File: config.mk
export PLATFORM = sky130hd
export DESIGN_NAME = fct_cell
export DESIGN_NICKNAME = d
export VERILOG_FILES = /design/src/design/fct_pkg.sv /design/src/design/fct_cell.sv
export SDC_FILE = /design/constraint.sdc
export NUM_CORES = 2
export LEC_CHECK = 0
export ABC_AREA = 1
export BUFFER_PORTS_ARGS = -buffer_cell sky130_fd_sc_hd__buf_4
export CAP_MARGIN = 20
export CORE_MARGIN = 5
export CORE_UTILIZATION = 24
export CTS_BUF_LIST = sky130_fd_sc_hd__clkbuf_4 sky130_fd_sc_hd__clkbuf_8
export DETAILED_ROUTE_END_ITERATION = 7
export GPL_TIMING_DRIVEN = 1
export PLACE_DENSITY = 0.47
export SKIP_CTS_REPAIR_TIMING = 1
export SKIP_LAST_GASP = 1
export SLEW_MARGIN = 20
export SYNTH_ARGS = -nofsm -noshare
export SYNTH_HDL_FRONTEND = slang
export SYNTH_SLANG_ARGS = --single-unit
File: constraint.sdc
create_clock -name clock -period 6.21 [get_ports clock]
set_input_delay 0.3105 -clock clock [delete_from_list [all_inputs] [get_ports clock]]
set_output_delay 0.3105 -clock clock [all_outputs]
set_load 0.02 [all_outputs]
File: src/design/fct_pkg.sv
// Package for the frustum cull test: fixed-point widths, the item beat
// and the control structs handed along the chain of plane cells.
// No dependencies.
`default_nettype none

package fct_pkg;

   localparam int COORD_WIDTH  = 24;
   localparam int NUM_PLANES   = 6;
   localparam int CSR_IDX_W    = 3;
   localparam int CSR_DATA_W   = 64;
   localparam int COMP_W       = 16;
   localparam int FRAC_ALIGN_W = 22;
   localparam int FRAC_ALIGN_R = 14;

   // normal component times coordinate
   localparam int PROD_W  = COORD_WIDTH + COMP_W;
   localparam int BIAS_W  = COMP_W + FRAC_ALIGN_W;
   localparam int SUM_MAX = (PROD_W + 2 > BIAS_W) ? PROD_W + 2 : BIAS_W;
   // three products, plane distance and radius, never overflows
   localparam int ACC_W   = SUM_MAX + 3;

   // input register plus two stages per cell
   localparam int LATENCY = 1 + 2 * NUM_PLANES;

   localparam logic KIND_BOX    = 1'b0;
   localparam logic KIND_SPHERE = 1'b1;

   typedef struct packed {
      logic                          kind;
      logic signed [COORD_WIDTH-1:0] box_min_x;
      logic signed [COORD_WIDTH-1:0] box_min_y;
      logic signed [COORD_WIDTH-1:0] box_min_z;
      logic signed [COORD_WIDTH-1:0] box_max_x;
      logic signed [COORD_WIDTH-1:0] box_max_y;
      logic signed [COORD_WIDTH-1:0] box_max_z;
      logic signed [COORD_WIDTH-1:0] center_x;
      logic signed [COORD_WIDTH-1:0] center_y;
      logic signed [COORD_WIDTH-1:0] center_z;
      logic        [COORD_WIDTH-2:0] radius;
   } item_type;

   typedef struct packed {
      logic valid;
      logic visible;
   } ctl_type;

   typedef struct packed {
      logic                  we;
      logic [CSR_DATA_W-1:0] data;
   } plane_wr_type;

endpackage

`default_nettype wire

File: src/design/fct_cell.sv
// One plane cell of the culling chain: holds a plane, tests the passing
// beat against it and ANDs the outcome into the running visible flag.
// Depends on fct_pkg.
`default_nettype none

module fct_cell (
   input  wire logic                  clock,
   input  wire logic                  reset,
   input  wire fct_pkg::plane_wr_type plane_wr,
   input  wire fct_pkg::ctl_type      ctl_in,
   input  wire fct_pkg::item_type     item_in,
   output fct_pkg::ctl_type           ctl_out,
   output fct_pkg::item_type          item_out
);

   logic [fct_pkg::CSR_DATA_W-1:0] plane_ff;

   logic signed [fct_pkg::COMP_W-1:0] nx, ny, nz, w;
   logic signed [fct_pkg::COORD_WIDTH-1:0] px, py, pz;
   logic sphere;

   logic signed [fct_pkg::PROD_W-1:0] prod_x_in, prod_y_in, prod_z_in;
   logic signed [fct_pkg::PROD_W-1:0] prod_x_ff, prod_y_ff, prod_z_ff;
   logic signed [fct_pkg::ACC_W-1:0]  w_term, r_term, bias_in, bias_ff;
   logic signed [fct_pkg::ACC_W-1:0]  acc;

   fct_pkg::item_type item_a_ff, item_b_ff;
   fct_pkg::ctl_type  ctl_a_ff, ctl_b_ff, ctl_b_in;

   always_ff @(posedge clock) begin
      if (reset) begin
         plane_ff <= '0;
      end else if (plane_wr.we) begin
         plane_ff <= plane_wr.data;
      end
   end

   assign nx = plane_ff[15:0];
   assign ny = plane_ff[31:16];
   assign nz = plane_ff[47:32];
   assign w  = plane_ff[63:48];

   // stage A: pick the test point, multiply, form distance plus radius
   always_comb begin
      sphere = (item_in.kind == fct_pkg::KIND_SPHERE);
      if (sphere) begin
         px = item_in.center_x;
         py = item_in.center_y;
         pz = item_in.center_z;
      end else begin
         // positive vertex: max corner unless the normal points negative
         px = nx[fct_pkg::COMP_W-1] ? item_in.box_min_x : item_in.box_max_x;
         py = ny[fct_pkg::COMP_W-1] ? item_in.box_min_y : item_in.box_max_y;
         pz = nz[fct_pkg::COMP_W-1] ? item_in.box_min_z : item_in.box_max_z;
      end
      prod_x_in = nx * px;
      prod_y_in = ny * py;
      prod_z_in = nz * pz;
      w_term    = fct_pkg::ACC_W'(w) <<< fct_pkg::FRAC_ALIGN_W;
      r_term    = sphere ?
                  (fct_pkg::ACC_W'({1'b0, item_in.radius}) <<< fct_pkg::FRAC_ALIGN_R) :
                  '0;
      bias_in   = w_term + r_term;
   end

   always_ff @(posedge clock) begin
      prod_x_ff <= prod_x_in;
      prod_y_ff <= prod_y_in;
      prod_z_ff <= prod_z_in;
      bias_ff   <= bias_in;
      item_a_ff <= item_in;
      if (reset) begin
         ctl_a_ff <= '0;
      end else begin
         ctl_a_ff <= ctl_in;
      end
   end

   // stage B: sum and sign test (sphere: d + r >= 0)
   always_comb begin
      acc = fct_pkg::ACC_W'(prod_x_ff) + fct_pkg::ACC_W'(prod_y_ff)
          + fct_pkg::ACC_W'(prod_z_ff) + bias_ff;
      ctl_b_in.valid   = ctl_a_ff.valid;
      ctl_b_in.visible = ctl_a_ff.visible & ~acc[fct_pkg::ACC_W-1];
   end

   always_ff @(posedge clock) begin
      item_b_ff <= item_a_ff;
      if (reset) begin
         ctl_b_ff <= '0;
      end else begin
         ctl_b_ff <= ctl_b_in;
      end
   end

   assign ctl_out  = ctl_b_ff;
   assign item_out = item_b_ff;

   a_plane_write: assert property (@(posedge clock) disable iff (reset)
      plane_wr.we |=> plane_ff == $past(plane_wr.data))
      else $error("plane register missed a write");

   a_valid_flow: assert property (@(posedge clock) disable iff (reset)
      ctl_b_ff.valid |-> $past(ctl_in.valid, 2))
      else $error("beat left the cell without entering it");

   a_flag_only_clears: assert property (@(posedge clock) disable iff (reset)
      (ctl_b_ff.valid && ctl_b_ff.visible) |-> $past(ctl_in.visible, 2))
      else $error("visible flag set inside a cell");

endmodule

`default_nettype wire

==> flow_summary.yaml <==
detailed_routing:
  routed_wl_mm: 225
  ant_nets: 0
  drtPass1Iterations: 6
  viasPerCell: 4.16
  dr_total_vias: 51378
  drc: 0
  drt_iter0_drc: 2744
  wire_per_inst_um: 18.2
cts:
  h-tree-depth: 4
  cts.sinks: 693
  cts_tree: "yes"
  clkLatencyLatePin_ns: 0.89
  clk_pin_slew_ns: 0.06
  clockRootBuffer: "clkbuf_8"
  numCtsBuffers: 135
  cts.path.max_buffers: 4
grt:
  grt_usage: 0.162
  antenna_found_initial: 16
  grt_pass1_vias: 54176
  grt_overflow: 0
  grt_max_degree: 53
  grt_pass1_wl_mm: 337
die:
  core_area_um2: 262000
  dieArea_um2: 272000
  initial_core_util: 0.240
  rows: 188
  die_x_um: 522
  ios: 551
  die_y_um: 522
setup_path:
  path_class: "flop to flop"
  worstPathMaxFanout: 5
  max_stage_delay_ns: 0.61
  cp_num_buf_inv: 10
  end_kind: "flop"
  r2r_slack_ns: 0.03
  path_delay_family: "adder cells"
  worst_setup_path_start_kind: "flop"
  slowest_stage: "fa_1"
  critPathMostFrequentCell: "fa_1"
  cp.arrival_ns: 6.89
  cp.required_ns: 6.92
sta:
  rsz0062_at_grt: "yes"
  tightest_slew_ns: 1.09
  hold_violations: 0
  setup-tns-final_ns: 0
  fin_crit_ns: 6.18
  drv_slew: 0
  post-route-period-util: 0.996
  max_clock_freq_mhz: 162
  setup_viol_count_final: 0
  fin_skew_ns: 0.0927
  max_slew_margin: 0.272
yosys:
  ys.flop_type: "dfxtp_1"
  ys.warnings.count: 0
  syn_nets: 8935
  synth_edf_count: 0
  synth-seq-cells: 693
  ys_types: 48
  synth_area_um2: 62900
  syn_avg_cell_area_um2: 8.89
  ys_seq_area_frac: 0.221
  ys_async_sr_fraction: 0
  syn_inst: 7076
final_layout:
  final_common_cell: "inv_1"
  layout-drive-gt1-share: 0.259
  final_util: 0.332
  instances_no_fill: 12348
  area_growth_pct: 38.0
  design_area_um2: 86800
  layout_common_cells: "inv_1, buf_4, nand2_1"
  finalNetCount: 10595
hold_path:
  hp-class: "input pin to flop"
place:
  placed_area_um2: 76800
  port_buffers: 550
  routabilityCongestion: 0.905
  dpl.hpwl_mm: 189
  place_inst: 11703
run_status:
  status: "finished clean"
job:
  max-cap-violations: 0
==> routing by layer <==
layer	part of all wire	global-route usage	routed length, um	vias to the layer above
met4	0.028	0.0428	6220	6
met2	0.46	0.263	104000	1459
li1	-	-	-	24074
met5	0.00015	0	34	-
met3	0.058	0.0261	13100	292
met1	0.45	0.223	102000	25547
==> metrics by stage <==
| step | setup slack, ns | hold slack [ns] |
|---|---|---|
| 2_1_floorplan | 0.312 | 0.310 |
| 3_3_place_gp | -0.679 | 0.310 |
| 3_5_place_dp | -0.661 | 0.312 |
| 4_1_cts | -0.631 | -0.593 |
| 5_1_grt | -0.150 | 0.0201 |
| 6_report | 0.0272 | 0.0560 |
==> sequential cells by signal, indices dropped and copies added, names as in the netlist <==
register,count
item_a_ff,240
item_out,240
plane_ff,64
prod_x_ff,40
prod_y_ff,40
prod_z_ff,40
bias_ff,25
ctl_a_ff,2
ctl_out,2
==> synthesized netlist by cell type, types with 15 or more instances <==
library cell	count	area share
inv_2	44	0.0026
clkbuf_1	99	0.0059
o21ai_0	86	0.0068
nor3_1	16	0.0013
nand2_1	1352	0.081
nor2_1	789	0.047
o21ai_4	28	0.0072
xor2_1	76	0.011
buf_2	53	0.0042
o21ai_1	17	0.0014
ha_1	361	0.072
o21ai_2	40	0.0056
nand4_1	32	0.0032
nand3_1	175	0.014
inv_1	1611	0.096
a21oi_1	174	0.014
xnor2_1	32	0.0045
fa_1	1189	0.38
dfxtp_1	693	0.22
buf_1	20	0.0012
a211oi_1	49	0.0059
a21o_1	15	0.0018
clkinv_1	15	0.00090
==> layout make-up <==
type | count | area, um2
well taps | 3515 | 4400
clock buffers | 190 | 2450
flip-flops and latches | 693 | 13900
diodes | 5 | 12.5
repair buffers | 1707 | 14600
clock inverters | 39 | 418
inverters | 1671 | 6400
fillers | 27265 | 175000
multi-input cells | 4528 | 44600
==> worst reg2reg max path, stage by stage, from the launching register on <==
cell and delay, ns:
dfxtp_4 0.35, buf_12 0.14, buf_8 0.14, buf_12 0.13, nand2_1 0.07, nand3_2 0.08, o21ai_4 0.15, buf_6 0.17
buf_4 0.10, buf_4 0.11, nor2_2 0.04, fa_1 0.51, fa_1 0.55, fa_1 0.58, fa_1 0.45, fa_1 0.61
inv_2 0.05, fa_1 0.51, inv_2 0.05, ha_4 0.31, nand2_4 0.10, buf_4 0.15, nor4_2 0.15, buf_4 0.19
nand4_1 0.16, nand3_1 0.12, nand2_1 0.06
==> final timing paths <==
check             cells after the start                   endpoint                      start
setup / recovery                     26      prod_x_ff[35]$_DFF_P_  plane_ff[15]$_SDFFE_PP0P_
hold / removal                        4  plane_ff[60]$_SDFFE_PP0P_               plane_wr[64]
setup reg to reg                     26      prod_x_ff[35]$_DFF_P_  plane_ff[15]$_SDFFE_PP0P_
hold reg to reg                       0      item_out[237]$_DFF_P_     item_a_ff[237]$_DFF_P_
==> cells by family (layout without fill, tap and decap cells) <==
group                    after synthesis  after routing  share of synthesized area
AO/OA/AOI/OAI                        448            448                     0.0473
AND/OR/NAND/NOR                     2422           2422                      0.154
other                                  0              5                          0
adder cells (fa/ha/maj)             1550           1550                      0.450
XOR/XNOR                             108            108                     0.0150
flip-flops                           693            693                      0.221
buffers and inverters               1855           3607                      0.113
Power is left out: the tool's default activity adds up to more than one toggle a clock period on the data nets, which glitch-free logic cannot reach.
